## config.mk

```make
export PLATFORM = sky130hd
export DESIGN_NAME = name_arity_bucket_hash_core
export DESIGN_NICKNAME = d
export VERILOG_FILES = /design/src/rtl/nabh_pkg.sv /design/src/rtl/nabh_ctrl.sv /design/src/rtl/nabh_dp.sv /design/src/rtl/name_arity_bucket_hash_core.sv
export SDC_FILE = /design/constraint.sdc
export NUM_CORES = 1
export LEC_CHECK = 0
export ABC_AREA = 1
export BUFFER_PORTS_ARGS = -buffer_cell sky130_fd_sc_hd__buf_4
export CORE_MARGIN = 3
export CORE_UTILIZATION = 30
export DETAILED_ROUTE_END_ITERATION = 10
export GPL_TIMING_DRIVEN = 0
export SKIP_CTS_REPAIR_TIMING = 1
export SYNTH_ARGS = -nofsm -noshare
export SYNTH_HDL_FRONTEND = slang
export SYNTH_SLANG_ARGS = --single-unit
```

## constraint.sdc

```tcl
create_clock -name clk -period 6.3 [get_ports clk]
set_input_delay 1.26 -clock clk [delete_from_list [all_inputs] [get_ports clk]]
set_output_delay 1.26 -clock clk [all_outputs]
set_load 0.01 [all_outputs]
```

## src/rtl/nabh_pkg.sv

```systemverilog
// shared constants and controller/datapath interface types for the name arity bucket hash
`default_nettype none
package nabh_pkg;

    localparam int OUTER_ROUNDS     = 10;
    localparam int GROUP_LEN        = 5;
    localparam int GROUPS_PER_ROUND = 5;
    localparam int TOP_SHIFT        = 4;
    localparam int CHAR_LIMIT       = GROUP_LEN * GROUPS_PER_ROUND * OUTER_ROUNDS;

    localparam int CHAR_W  = 8;
    localparam int ARITY_W = 8;
    localparam int SIZE_W  = 32;
    localparam int SUM_W   = 64;

    localparam int POS_W   = $clog2(CHAR_LIMIT + 1);
    localparam int GIN_W   = $clog2(GROUP_LEN);
    localparam int GRP_W   = $clog2(GROUPS_PER_ROUND);
    localparam int SHIFT_W = $clog2(TOP_SHIFT + 1);
    localparam int DCNT_W  = $clog2(SUM_W);

    localparam int IN_W  = ((CHAR_W + ARITY_W + SIZE_W + 7) / 8) * 8;
    localparam int OUT_W = SIZE_W;

    typedef struct packed {
        logic char_en;   // counted or ignored non-zero character
        logic term_en;   // terminator transfer
        logic fold_grp;  // add partial group into sum
        logic fold_ari;  // add arity into sum, arm divider
        logic div_step;  // one restoring division step
        logic load_out;  // move remainder to output register
    } nabh_cmd_t;

    typedef struct packed {
        logic is_term;
        logic div_last;
        logic out_busy;
    } nabh_sts_t;

endpackage
`default_nettype wire

```

## src/rtl/nabh_ctrl.sv

```systemverilog
// controller state machine sequencing accumulate, fold, divide and result hand-off
`default_nettype none
module nabh_ctrl (
    input  wire logic               clk,
    input  wire logic               rst_n,
    input  wire logic               s_tvalid,
    output logic                    s_tready,
    input  wire nabh_pkg::nabh_sts_t sts,
    output nabh_pkg::nabh_cmd_t     cmd
);
    import nabh_pkg::*;

    typedef enum logic [2:0] {
        ST_ACCUM,
        ST_FOLD_GRP,
        ST_FOLD_ARI,
        ST_DIV,
        ST_DONE
    } state_t;

    state_t state_reg, state_next;
    logic   accept;

    assign s_tready = (state_reg == ST_ACCUM);
    assign accept   = s_tvalid && s_tready;

    always_comb
    begin
        state_next = state_reg;
        cmd        = '0;
        unique case (state_reg)
            ST_ACCUM:
            begin
                if (accept)
                begin
                    if (sts.is_term)
                    begin
                        cmd.term_en = 1'b1;
                        state_next  = ST_FOLD_GRP;
                    end
                    else
                    begin
                        cmd.char_en = 1'b1;
                    end
                end
            end
            ST_FOLD_GRP:
            begin
                cmd.fold_grp = 1'b1;
                state_next   = ST_FOLD_ARI;
            end
            ST_FOLD_ARI:
            begin
                cmd.fold_ari = 1'b1;
                state_next   = ST_DIV;
            end
            ST_DIV:
            begin
                cmd.div_step = 1'b1;
                if (sts.div_last)
                    state_next = ST_DONE;
            end
            ST_DONE:
            begin
                // wait until the previous result has been taken
                if (!sts.out_busy)
                begin
                    cmd.load_out = 1'b1;
                    state_next   = ST_ACCUM;
                end
            end
            default: state_next = ST_ACCUM;
        endcase
    end

    always_ff @(posedge clk or negedge rst_n)
    begin
        if (!rst_n)
            state_reg <= ST_ACCUM;
        else
            state_reg <= state_next;
    end

endmodule
`default_nettype wire

```

## src/rtl/nabh_dp.sv

```systemverilog
// datapath: group shift-add, running sum, bit-serial modulo and output register
`default_nettype none
module nabh_dp (
    input  wire logic                       clk,
    input  wire logic                       rst_n,
    input  wire logic [nabh_pkg::IN_W-1:0]  s_tdata,
    output logic                            m_tvalid,
    input  wire logic                       m_tready,
    output logic [nabh_pkg::OUT_W-1:0]      m_tdata,
    input  wire nabh_pkg::nabh_cmd_t        cmd,
    output nabh_pkg::nabh_sts_t             sts
);
    import nabh_pkg::*;

    logic [CHAR_W-1:0]  in_char;
    logic [ARITY_W-1:0] in_arity;
    logic [SIZE_W-1:0]  in_size;

    logic [POS_W-1:0]   pos_reg, pos_next;
    logic [GIN_W-1:0]   gin_reg, gin_next;
    logic [GRP_W-1:0]   grp_reg, grp_next;
    logic [SUM_W-1:0]   gv_reg, gv_next;
    logic [SUM_W-1:0]   pend_reg, pend_next;
    logic               pend_v_reg, pend_v_next;
    logic [SUM_W-1:0]   sum_reg, sum_next;
    logic [ARITY_W-1:0] arity_reg, arity_next;
    logic [SIZE_W-1:0]  size_reg, size_next;
    logic [SIZE_W-1:0]  rem_reg, rem_next;
    logic [DCNT_W-1:0]  dcnt_reg, dcnt_next;
    logic               out_v_reg, out_v_next;
    logic [OUT_W-1:0]   out_reg, out_next;

    logic [SHIFT_W-1:0] shift;
    logic [SUM_W-1:0]   char_ext;
    logic [SUM_W-1:0]   gv_shadd;
    logic [SIZE_W:0]    rem_sh;
    logic [SIZE_W:0]    rem_sub;

    assign in_char  = s_tdata[CHAR_W-1:0];
    assign in_arity = s_tdata[CHAR_W+ARITY_W-1:CHAR_W];
    assign in_size  = s_tdata[CHAR_W+ARITY_W+SIZE_W-1:CHAR_W+ARITY_W];

    assign shift    = SHIFT_W'(TOP_SHIFT) - SHIFT_W'(grp_reg);
    assign char_ext = {{(SUM_W-CHAR_W){in_char[CHAR_W-1]}}, in_char};
    assign gv_shadd = (gv_reg << shift) + char_ext;

    assign rem_sh  = {rem_reg, sum_reg[SUM_W-1]};
    assign rem_sub = rem_sh - {1'b0, size_reg};

    assign sts.is_term  = (in_char == '0);
    assign sts.div_last = (dcnt_reg == DCNT_W'(SUM_W - 1));
    assign sts.out_busy = out_v_reg;

    assign m_tvalid = out_v_reg;
    assign m_tdata  = out_reg;

    always_comb
    begin
        pos_next    = pos_reg;
        gin_next    = gin_reg;
        grp_next    = grp_reg;
        gv_next     = gv_reg;
        pend_next   = pend_reg;
        pend_v_next = 1'b0;
        sum_next    = sum_reg;
        arity_next  = arity_reg;
        size_next   = size_reg;
        rem_next    = rem_reg;
        dcnt_next   = dcnt_reg;
        out_v_next  = out_v_reg && !m_tready;
        out_next    = out_reg;

        // completed group is held in pend_reg and lands in the sum in the following cycle
        if (pend_v_reg)
            sum_next = sum_reg + pend_reg;

        if (cmd.char_en && (pos_reg < POS_W'(CHAR_LIMIT)))
        begin
            pos_next = pos_reg + 1'b1;
            if (gin_reg == GIN_W'(GROUP_LEN - 1))
            begin
                pend_next   = gv_shadd;
                pend_v_next = 1'b1;
                gv_next     = '0;
                gin_next    = '0;
                grp_next    = (grp_reg == GRP_W'(GROUPS_PER_ROUND - 1)) ? '0 : grp_reg + 1'b1;
            end
            else
            begin
                gv_next  = gv_shadd;
                gin_next = gin_reg + 1'b1;
            end
        end

        if (cmd.term_en)
        begin
            pos_next   = '0;
            gin_next   = '0;
            grp_next   = '0;
            arity_next = in_arity;
            size_next  = in_size;
        end

        if (cmd.fold_grp)
        begin
            sum_next = sum_reg + gv_reg;
            gv_next  = '0;
        end

        if (cmd.fold_ari)
        begin
            sum_next  = sum_reg + {{(SUM_W-ARITY_W){1'b0}}, arity_reg};
            rem_next  = '0;
            dcnt_next = '0;
        end

        // dividend shifts out of the sum register, leaving it cleared
        if (cmd.div_step)
        begin
            sum_next  = sum_reg << 1;
            rem_next  = (rem_sh >= {1'b0, size_reg}) ? rem_sub[SIZE_W-1:0]
                                                     : rem_sh[SIZE_W-1:0];
            dcnt_next = dcnt_reg + 1'b1;
        end

        if (cmd.load_out)
        begin
            out_v_next = 1'b1;
            out_next   = (size_reg == '0) ? '0 : rem_reg;
        end
    end

    always_ff @(posedge clk or negedge rst_n)
    begin
        if (!rst_n)
        begin
            pos_reg    <= '0;
            gin_reg    <= '0;
            grp_reg    <= '0;
            gv_reg     <= '0;
            pend_v_reg <= 1'b0;
            sum_reg    <= '0;
            dcnt_reg   <= '0;
            out_v_reg  <= 1'b0;
        end
        else
        begin
            pos_reg    <= pos_next;
            gin_reg    <= gin_next;
            grp_reg    <= grp_next;
            gv_reg     <= gv_next;
            pend_v_reg <= pend_v_next;
            sum_reg    <= sum_next;
            dcnt_reg   <= dcnt_next;
            out_v_reg  <= out_v_next;
        end
    end

    always_ff @(posedge clk)
    begin
        pend_reg  <= pend_next;
        arity_reg <= arity_next;
        size_reg  <= size_next;
        rem_reg   <= rem_next;
        out_reg   <= out_next;
    end

endmodule
`default_nettype wire

```

## src/rtl/name_arity_bucket_hash_core.sv

```systemverilog
// top level of the name arity bucket hash: controller plus datapath
// characters: one transfer per cycle, each is folded into the group value in its own cycle
// terminator: group fold, arity fold, then the bit-serial restoring divider over the sum, then
// the output register load, which waits until the previous bucket has been taken
// the input stalls from terminator until the result is loaded into the output register
// reset (rst_n low, asynchronous) clears counters, group value, sum and output valid
`default_nettype none
module name_arity_bucket_hash_core (
    input  wire logic                       clk,
    input  wire logic                       rst_n,
    input  wire logic                       s_tvalid,
    output logic                            s_tready,
    input  wire logic [nabh_pkg::IN_W-1:0]  s_tdata,   // char_code, arity, table_size
    output logic                            m_tvalid,
    input  wire logic                       m_tready,
    output logic [nabh_pkg::OUT_W-1:0]      m_tdata    // bucket
);
    import nabh_pkg::*;

    nabh_cmd_t cmd;
    nabh_sts_t sts;

    nabh_ctrl u_ctrl (
        .clk      (clk),
        .rst_n    (rst_n),
        .s_tvalid (s_tvalid),
        .s_tready (s_tready),
        .sts      (sts),
        .cmd      (cmd)
    );

    nabh_dp u_dp (
        .clk      (clk),
        .rst_n    (rst_n),
        .s_tdata  (s_tdata),
        .m_tvalid (m_tvalid),
        .m_tready (m_tready),
        .m_tdata  (m_tdata),
        .cmd      (cmd),
        .sts      (sts)
    );

endmodule
`default_nettype wire

```

# Word level (Yosys, flattened, before mapping)
# Index checks and enable logic that the tools add are counted.
# classes
n_addsub	10
n_reduce_logical	15
eq_ne	11
magnitude_cmp	2
n_shift	1
n_mux	38
# ops
operator	n
$mux W64	7
$add A64 B64 Y64	3
$mux W32	3
$add A64 B8 Y64	1
$shl A64 B3 Y64	1
$ge A33 B32 Y1	1
$mux W3	11
$logic_not A32 Y1	1
$sub A32 B32 Y32	1
$mux W8	2
$pmux W3 S5	1
$mux W6	2
$mux W1	10
$eq A3 B3 Y1 const B	3
$add A8 B1 Y8 const B	1
$logic_not A8 Y1	1
$lt A8 B8 Y1 const B	1
$ne A2 B2 Y1 const B	4
$reduce_bool A2 Y1	4
$add A3 B1 Y3 const B	2
$add A6 B1 Y6 const B	1
$eq A3 B2 Y1 const B	2
$eq A6 B6 Y1 const B	1
$mux W2	2
8 further kinds	11
# word_totals
inputBits	52
ff_bits	321
out_inout_bits	34
word_cells	91

# Logic depth before layout (Yosys ltp)
# Gate-level depths: netlist of the first run.
# depth
word_depth	7
depth_mapped	28
depth_no_buf	25

# Modules after synthesis
# Synthesis of the first run repeated with hierarchy kept, for this count alone.
# unflattened
hier_cells	4583
area_unflattened_um2	28926.5
# by_module_without_submodules
module	instances	cells_each	area_per_inst_um2
nabh_dp	1	4554	28726.3
nabh_ctrl	1	29	200.2

# Least setup slack after synthesis of the first run
# Ideal clock, no wire load.
# synth_timing
path_type	input to register
start	in s_tvalid
end	reg u_dp.pend_reg[0], enable pin
path_slack_ps	1243
path_buffers	0
path_stages	6
arrival_time_ps	4567
cell_sequence	inv_1 nor2_2 o21ai_2 nor2_8 inv_4 nor2_1
# synth_between
elab_chain_len	5
# synth_lines
element	line_no	source
from (decl)	name_arity_bucket_hash_core.sv:11	input wire logic s_tvalid,
$logic_and A1 B1 Y1	nabh_ctrl.sv:25	assign accept = s_tvalid && s_tready;
$mux W2	nabh_ctrl.sv:34	if (accept)
$mux W2	nabh_ctrl.sv:31	unique case (state_reg)
$logic_and A1 B1 Y1	nabh_dp.sv:77	if (cmd.char_en && (pos_reg < POS_W'(CHAR_LIMIT)))
$reduce_and A2 Y1 (no line)	n/a	
to (signal assigned)	nabh_dp.sv:161	pend_reg <= pend_next;
to (decl)	nabh_dp.sv:23	logic [SUM_W-1:0] pend_reg, pend_next;
# Every way passes these cells.
# A chain may end at the register's enable or synchronous reset.

# Final worst setup path of the first run
# layout_timing
start	reg u_dp.grp_reg[0]
end	reg u_dp.pend_reg[59] (data pin)
# layout_between
elab_chain_len	3
# layout_lines
element	line_no	source
from (decl)	nabh_dp.sv:21	logic [GRP_W-1:0] grp_reg, grp_next;
from (signal assigned)	nabh_dp.sv:150	grp_reg <= grp_next;
$sub A3 B3 Y3	nabh_dp.sv:43	assign shift = SHIFT_W'(TOP_SHIFT) - SHIFT_W'(grp_reg);
$shl A64 B3 Y64	nabh_dp.sv:45	assign gv_shadd = (gv_reg << shift) + char_ext;
$add A64 B64 Y64	nabh_dp.sv:45	
net u_dp.gv_shadd[59]	nabh_dp.sv:35	logic [SUM_W-1:0] gv_shadd;
# The timed path passes the listed nets, and every way through them passes these cells.

==> flow_summary.toml, run 1 <==
[outcome]
status = "finished clean"

[finish]
final_common_cell = "nand2_1"
drive_above_1_share_pct = 6.94
fillers = 10600
area_growth_syn_to_layout_pct = 12.5
utilization_pct = 34.2
layout_common_cells = "nand2_1 (1565), inv_1 (775), nor2_1 (433)"
final_nets = 4874
postLayoutCellArea_um2 = 32700
instances_no_fill = 5951
antenna_cells = 0

[logic_synthesis]
synth_top_area_share_pct = 20.2
synth.ff_latch_count = 321
syn_nets = 4742
synthTopCellsByArea = "nand2_1 (20%), edfxtp_1 (17%), dfrtp_1 (13%)"
synth_cell_type_count = 60
yosys.area.top_type = "nand2_1"
syn-cell-area_um2 = 29100
syn-instance-count = 4522
ys_seq_area_share_pct = 30.5
syn_area_per_cell_um2 = 6.43
yosys_warnings = 0

[timing]
final_hold_viol_count = 0
rsz0062_at_grt = "no"
min_period_ns = 5.96
worst_pin_slew_ns = 1.23
fin_skew_ns = 0.0261
fin_crit_sh_pct = 94.7
max_freq_ghz = 0.168
setup_violations = 0
maxSlewHeadroom_pct = 18.1
timing.final.ws_setup_ns = 0.337
slew_violations = 0

[place]
place_area_um2 = 31400
place_congestion = 0.967
preCtsSetupSlack_ns = 0.424
port_buffers = 85
dpl.hpwl_um = 83500
numPlacedInstances = 5877

[worst_setup_path]
cpMostUsedCell = "nand2_1"
cp_data_required_time_ns = 6.62
path_cells = "buf_2 -> buf_2 -> buf_2 -> inv_1 -> ha_1 -> ha_1 -> clkbuf_1 -> clkinv_1 -> clkbuf_1 -> nand2_1 -> o21ai_0 -> ha_1 -> nand2_1 -> inv_1 -> a21oi_1 -> nand2_1 -> nand2_1 -> nand2_1 -> nand3_1 -> nand2_1 -> nand2_1 -> nand3_1 -> and2_1"
crit_path_end_kind = "register"
crit_path_start_kind = "register"
crit_family = "buffers and inverters"
slowest_stage = "clkinv_1"
crit_arrival_ns = 6.29
crit_fanout = 10
critPathMaxStageDelay_ns = 0.53
path_buf_inv = 8
criticalPathCategory = "register to register"

[global_route]
grt_max_degree = 107
overflow = 0
grt_util_all_layers_pct = 19.4
antenna_found_initial = 3
grt_pass1_vias = 27300
grt_pass1_wl_um = 154000

[clock_network]
clock_path_buffers = 3
cts.sinks = 321
cts.clk_slew.worst_paths_ns = 0.06
cts_max_level = 2
cts_root_buffer = "clkbuf_16"
cts_tree = "built"
cts_buffers = 40
insertion_delay_ns = 0.57

[floorplan]
chipWidth_um = 317
io_pins = 86
row_count = 113
die_y_um = 317
die_area_um2 = 101000
initial_utilization_pct = 30.4
core_area_um2 = 95600

[hold_path]
min_path_type = "register to register"

[detailed_routing]
post_drt_wl_per_cell_um = 16.9
drc = 0
vias_per_cell = 4.76
first_iter_violations = 2256
firstDrtPassIters = 6
routed_wl_um = 101000
ant_nets = 0
vias = 28300

[job]
cap_violations = 0
[worst reg2reg max path: cells and delay by family, from the launching register on]
kind	cells	cell delay (ns)
simple gates	10	1.63
buf+inv	8	2.54
compound gates	2	0.31
fa+ha+maj	3	0.87
flops	1	0.37
[layout make-up]
type | count | area (um2) | share of cell area (%)
inverters | 789 | 2970 | 9.07
flip-flops and latches | 321 | 8870 | 27.1
repair buffers | 90 | 753 | 2.30
plain buffers | 100 | 528 | 1.61
well taps | 1265 | 1580 | 4.84
clock inverters | 22 | 214 | 0.654
multi-input cells | 3312 | 16700 | 51.1
clock buffers | 52 | 1080 | 3.29
[metrics by stage]
step	TNS [ns]	hold slack (ns)
5_1_grt	0	0.516
3_3_place_gp	-58.41	0.464
2_1_floorplan	0	0.449
3_5_place_dp	0	0.471
6_report	0	0.489
4_1_cts	0	0.485
[final timing paths]
check | start | endpoint | slack, ns | cells past startpoint
min in group asynchronous | rst_n | u_dp.sum_reg[48] | 0.60 | 1
max in group asynchronous | rst_n | u_dp.grp_reg[1] | 4.75 | 2
hold reg to reg | u_dp.gv_reg[63] | u_dp.gv_reg[63] | 0.49 | 2
hold / removal | u_dp.gv_reg[63] | u_dp.gv_reg[63] | 0.49 | 2
setup reg to reg | u_dp.grp_reg[0] | u_dp.pend_reg[59] | 0.34 | 23
setup / recovery | u_dp.grp_reg[0] | u_dp.pend_reg[59] | 0.34 | 23
[cells by family (layout without fill, tap and decap cells)]
kind of cell    count (synthesis)  after routing  share of synthesized area, %
compound gates                550            550                          10.2
xor+xnor                       74             74                          2.23
fa+ha+maj                     168            168                          7.30
buf+inv                       889           1053                          12.0
flops                         321            321                          30.5
mux                            97             97                          3.34
simple gates                 2423           2423                          34.4
[per-layer routing]
metal	vias up	share of wire (%)	track usage, %
li1	14500	-	-
met1	13000	45	26.1
met2	722	46	32.5
met3	131	5.3	2.22
met4	2	3.4	6.46
met5	-	0.013	0
[cells in the mapped netlist (all sizes together)]
master       number
and2             33
o31ai             1
a31oi             1
nor4b             1
nand3           213
a21o              3
o21bai            8
inv             786
a21boi            2
a22oi             3
nand3b           16
fa                3
clkbuf           39
o22ai            14
edfxtp          168
or2               4
nand2          1576
nor2            502
clkinv            3
ha              165
nor4             12
nor3             36
a21oi           199
dlygate4sd1       1
dfrtp           153
xnor2            12
xor2             62
nand4            29
a22o              2
o211ai           10
o21a              4
o221a             1
mux2i            97
buf              60
and3              1
o21ai           302
Power of run 1 is not shown: default switching activity piles up to over one toggle a cycle in this logic, so the estimate is an artifact.
==> run 2: changes to the inputs <==
--- a/config.mk
+++ b/config.mk
@@ -11,6 +11,7 @@
 export CORE_UTILIZATION = 30
 export DETAILED_ROUTE_END_ITERATION = 10
 export GPL_TIMING_DRIVEN = 0
+export RECOVER_POWER = 50
 export SKIP_CTS_REPAIR_TIMING = 1
 export SYNTH_ARGS = -nofsm -noshare
 export SYNTH_HDL_FRONTEND = slang
==> flow_summary.toml, run 2 (synthesized netlist as in run 1, its figures left out) <==
[place]
place_congestion = 0.967
dpl.hpwl_um = 83500
port_buffers = 85
preCtsSetupSlack_ns = 0.424
numPlacedInstances = 5877

[global_route]
grt_pass1_vias = 27300
grt_max_degree = 107
antenna_found_initial = 3
overflow = 0
grt_util_all_layers_pct = 19.4
grt_pass1_wl_um = 154000

[finish]
utilization_pct = 34.0
layout_common_cells = "nand2_1 (1567), inv_1 (778), nor2_1 (435)"
drive_above_1_share_pct = 5.74
area_growth_syn_to_layout_pct = 11.7
multi_input_area_um2 = 16700
final_nets = 4874
antenna_cells = 0
final_common_cell = "nand2_1"
seq_area_um2 = 8870
instances_no_fill = 5951
fillers = 10600

[worst_setup_path]
crit_fanout = 59
criticalPathCategory = "primary input to register"
crit_path_end_kind = "register"
critPathMaxStageDelay_ns = 2.38
cp_data_required_time_ns = 6.55
path_cells = "clkbuf_1 -> nor3_1 -> nor2_1 -> inv_4 -> nor2_2 -> buf_12"
crit_family = "buffers and inverters"
crit_path_start_kind = "primary input"
path_buf_inv = 3
crit_arrival_ns = 6.25
slowest_stage = "clkbuf_1"

[timing]
timing.final.ws_setup_ns = 0.302
rsz0062_at_grt = "no"
max_freq_ghz = 0.167
final_hold_viol_count = 0
maxSlewHeadroom_pct = -130
worst_pin_slew_ns = 3.45
fin_skew_ns = 0.0243
setup_violations = 0
slew_violations = 147
min_period_ns = 6.00
worst_hold_slack_ns = 0.483
fin_crit_sh_pct = 95.2

[outcome]
status = "finished, violations left"
violations = "max-capacitance violations, max-slew violations"

[floorplan]
chipWidth_um = 317
core_area_um2 = 95600
io_pins = 86
die_area_um2 = 101000
row_count = 113
die_y_um = 317
initial_utilization_pct = 30.4

[detailed_routing]
vias_per_cell = 4.75
firstDrtPassIters = 5
first_iter_violations = 2200
ant_nets = 0
drc = 0
vias = 28300
post_drt_wl_per_cell_um = 16.9
routed_wl_um = 101000

[job]
cap_violations = 4

[clock_network]
cts_buffers = 40
clock_path_buffers = 3
insertion_delay_ns = 0.57
cts_tree = "built"
cts.sinks = 321
cts_root_buffer = "clkbuf_16"
cts_max_level = 2
cts.clk_slew.worst_paths_ns = 0.06

[hold_path]
min_path_type = "register to register"
-- run 2: cell types whose count changed in the layout (fill, tap and decap cells not counted), moves of 3 or more --
cell      change
buf_4        -75
clkbuf_1     +45
clkbuf_4     +38
buf_2         -6
inv_1         +3
inv_2         -3
-- run 2: path summary, 6_finish.rpt --
path | slack [ns] | from | to | cells past startpoint
worst max-delay path | 0.30 | s_tdata[7] | u_dp.pend_reg[58] | 6
worst min-delay path | 0.48 | u_dp.gv_reg[63] | u_dp.gv_reg[63] | 2
worst max register to register | 0.36 | u_dp.grp_reg[0] | u_dp.pend_reg[59] | 23
worst min register to register | 0.48 | u_dp.gv_reg[63] | u_dp.gv_reg[63] | 2
max in group asynchronous | 2.77 | rst_n | u_ctrl.state_reg[0] | 1
min in group asynchronous | 1.73 | rst_n | u_dp.sum_reg[48] | 1
-- run 2: per-layer routing --
| layer | global-route usage (%) | vias to the layer above | routed length, um |
|---|---|---|---|
| li1 | - | 14500 | - |
| met1 | 26.1 | 13000 | 45700 |
| met2 | 32.5 | 680 | 46200 |
| met3 | 2.22 | 136 | 5270 |
| met4 | 6.46 | 2 | 3410 |
| met5 | 0 | - | 13 |
-- run 2: area by class of cell --
cell class	instances	area share, %
Multi-Input combinational cell	3312	51.3
Sequential cell	321	27.3
Inverter	789	9.14
Tap cell	1265	4.87
Clock buffer	52	3.31
Timing Repair Buffer	90	1.81
Buffer	100	1.60
Clock inverter	22	0.658
-- run 2: stage by stage --
step                      cell area, um2  setup TNS, ns
after floorplan                    29100              0
after global placement             31300         -58.41
after detailed placement           31400              0
after CTS                          32700              0
after global routing               32500              0
final                              32500              0
-- run 2: tightest hold or removal path, cell delays in order (launching register included) --
cell and delay, ns:
dfrtp_1 0.34, nand2_1 0.05, nand2_1 0.05
Power of run 2 is left out for the same reason.
==> run 3: changes to the inputs <==
--- a/config.mk
+++ b/config.mk
@@ -6,11 +6,13 @@
 export NUM_CORES = 1
 export LEC_CHECK = 0
 export ABC_AREA = 1
+export ABC_CLOCK_PERIOD_IN_PS = 6300
 export BUFFER_PORTS_ARGS = -buffer_cell sky130_fd_sc_hd__buf_4
-export CORE_MARGIN = 3
-export CORE_UTILIZATION = 30
+export CORE_MARGIN = 2
+export CORE_UTILIZATION = 65
 export DETAILED_ROUTE_END_ITERATION = 10
 export GPL_TIMING_DRIVEN = 0
+export PLACE_DENSITY = 0.83
 export RECOVER_POWER = 50
 export SKIP_CTS_REPAIR_TIMING = 1
 export SYNTH_ARGS = -nofsm -noshare
==> flow_summary.toml, run 3 (synthesized netlist as in run 1, its figures left out) <==
[outcome]
status = "finished, violations left"
violations = "max-capacitance violations, max-slew violations"

[worst_setup_path]
path_buf_inv = 8
cpMostUsedCell = "nand2_1"
critPathLaunch = "u_dp.grp_reg[0]"
reg2reg_depth = 22
criticalPathCategory = "register to register"
crit_arrival_ns = 6.35
cp_data_required_time_ns = 6.63
crit_path_end_kind = "register"
crit_fanout = 10
rr_endpoint = "u_dp.pend_reg[59]"
reg2reg_slack_ns = 0.28
critPathMaxStageDelay_ns = 0.53
timing.rr.start = "u_dp.grp_reg[0]"
crit_path_end = "u_dp.pend_reg[59]"
crit_path_start_kind = "register"
crit_cells = 22
path_cells = "buf_2 -> buf_2 -> buf_2 -> inv_1 -> ha_1 -> ha_1 -> clkbuf_1 -> clkinv_1 -> clkbuf_1 -> o21ai_0 -> ha_1 -> nand2_1 -> inv_1 -> a21oi_1 -> nand2_1 -> nand2_1 -> nand2_1 -> nand3_1 -> nand2_1 -> nand2_1 -> nand3_1 -> and2_1"
crit_family = "buffers and inverters"
slowest_stage = "clkinv_1"

[clock_network]
cts_max_level = 2
cts_root_buffer = "clkbuf_16"
insertion_delay_ns = 0.58
cts_buffers = 37
cts.sinks = 321
cts_tree = "built"
cts.clk_slew.worst_paths_ns = 0.06
clock_path_buffers = 3

[global_route]
grt_util_all_layers_pct = 41.9
grt_max_degree = 119
grt_pass1_wl_um = 150000
grt_pass1_vias = 27400
antenna_found_initial = 1
overflow = 0

[detailed_routing]
ant_nets = 0
post_drt_wl_per_cell_um = 18.6
drc = 0
firstDrtPassIters = 6
highest_layer = "met4"
m1WireLength_um = 41500
vias = 30100
first_iter_violations = 4030
wl_met3_um = 11800
routed-wl-met2_um = 40600
vias_per_cell = 5.71
routed_wl_um = 98200

[timing]
worst_pin_slew_ns = 3.28
setup_violations = 0
fin_skew_ns = 0.0295
fin_crit_sh_pct = 95.5
max_freq_ghz = 0.166
final_hold_viol_count = 0
maxSlewHeadroom_pct = -119
min_period_ns = 6.02
timing.final.ws_setup_ns = 0.283
worst_hold_slack_ns = 0.503
slew_violations = 132
rsz0062_at_grt = "no"

[floorplan]
initial_utilization_pct = 65.8
io_pins = 86
chipWidth_um = 216
row_count = 77
die_y_um = 216
die_area_um2 = 46500
core_area_um2 = 44200

[finish]
fillers = 3898
antenna_cells = 0
drive_above_1_share_pct = 5.47
final_nets = 4869
postLayoutCellArea_um2 = 31500
area_growth_syn_to_layout_pct = 8.19
layout_common_cells = "nand2_1 (1568), inv_1 (776), nor2_1 (437)"
final_common_cell = "nand2_1"

[place]
preCtsSetupSlack_ns = 0.592
port_buffers = 85
place_area_um2 = 30500
place_congestion = 1.05
dpl.hpwl_um = 79400

[job]
cap_violations = 3

[hold_path]
holdPathStages = 2
min_path_type = "register to register"
run 3: final cells by class:
cell class / count / area [um2] / share of cell area (%)
Tap cell: 592 / 741 / 2.35
Timing Repair Buffer: 88 / 528 / 1.68
Clock buffer: 48 / 1020 / 3.24
Inverter: 789 / 2970 / 9.43
Buffer: 100 / 502 / 1.59
Sequential cell: 321 / 8870 / 28.2
Multi-Input combinational cell: 3312 / 16700 / 52.9
Clock inverter: 18 / 180 / 0.572
run 3: per-layer routing:
metal	track usage (%)	vias to the layer above
li1	-	14500
met1	60.2	13700
met2	61.9	1697
met3	8.67	247
met4	16.1	0
met5	0	-
run 3: worst min-delay path, stage by stage (launching register included):
cell and delay, ns:
dfrtp_1 0.36, nand2_1 0.06, nand2_1 0.06
run 3: per-stage QoR:
stage | cells | util [%] | TNS, ns
after floorplan | 4522 | - | 0
after global placement | 5199 | 68.9 | -40.51
after detailed placement | 5201 | 69.1 | 0
after CTS | 5267 | 71.8 | 0
after global routing | 5268 | 71.2 | 0
final | 5268 | 71.2 | 0
run 3: how the worst min path moves through the flow:
stage / startpoint / endpoint / slack (ns)
final: u_dp.gv_reg[57] / u_dp.gv_reg[57] / 0.50
after global routing: u_dp.gv_reg[58] / u_dp.gv_reg[58] / 0.53
after CTS: u_dp.gv_reg[57] / u_dp.gv_reg[57] / 0.50
after detailed placement: u_dp.gv_reg[63] / u_dp.gv_reg[63] / 0.49
after global placement: u_dp.gv_reg[63] / u_dp.gv_reg[63] / 0.46
after floorplan: u_dp.gv_reg[57] / u_dp.gv_reg[57] / 0.45
Power of run 3 is left out for the same reason.
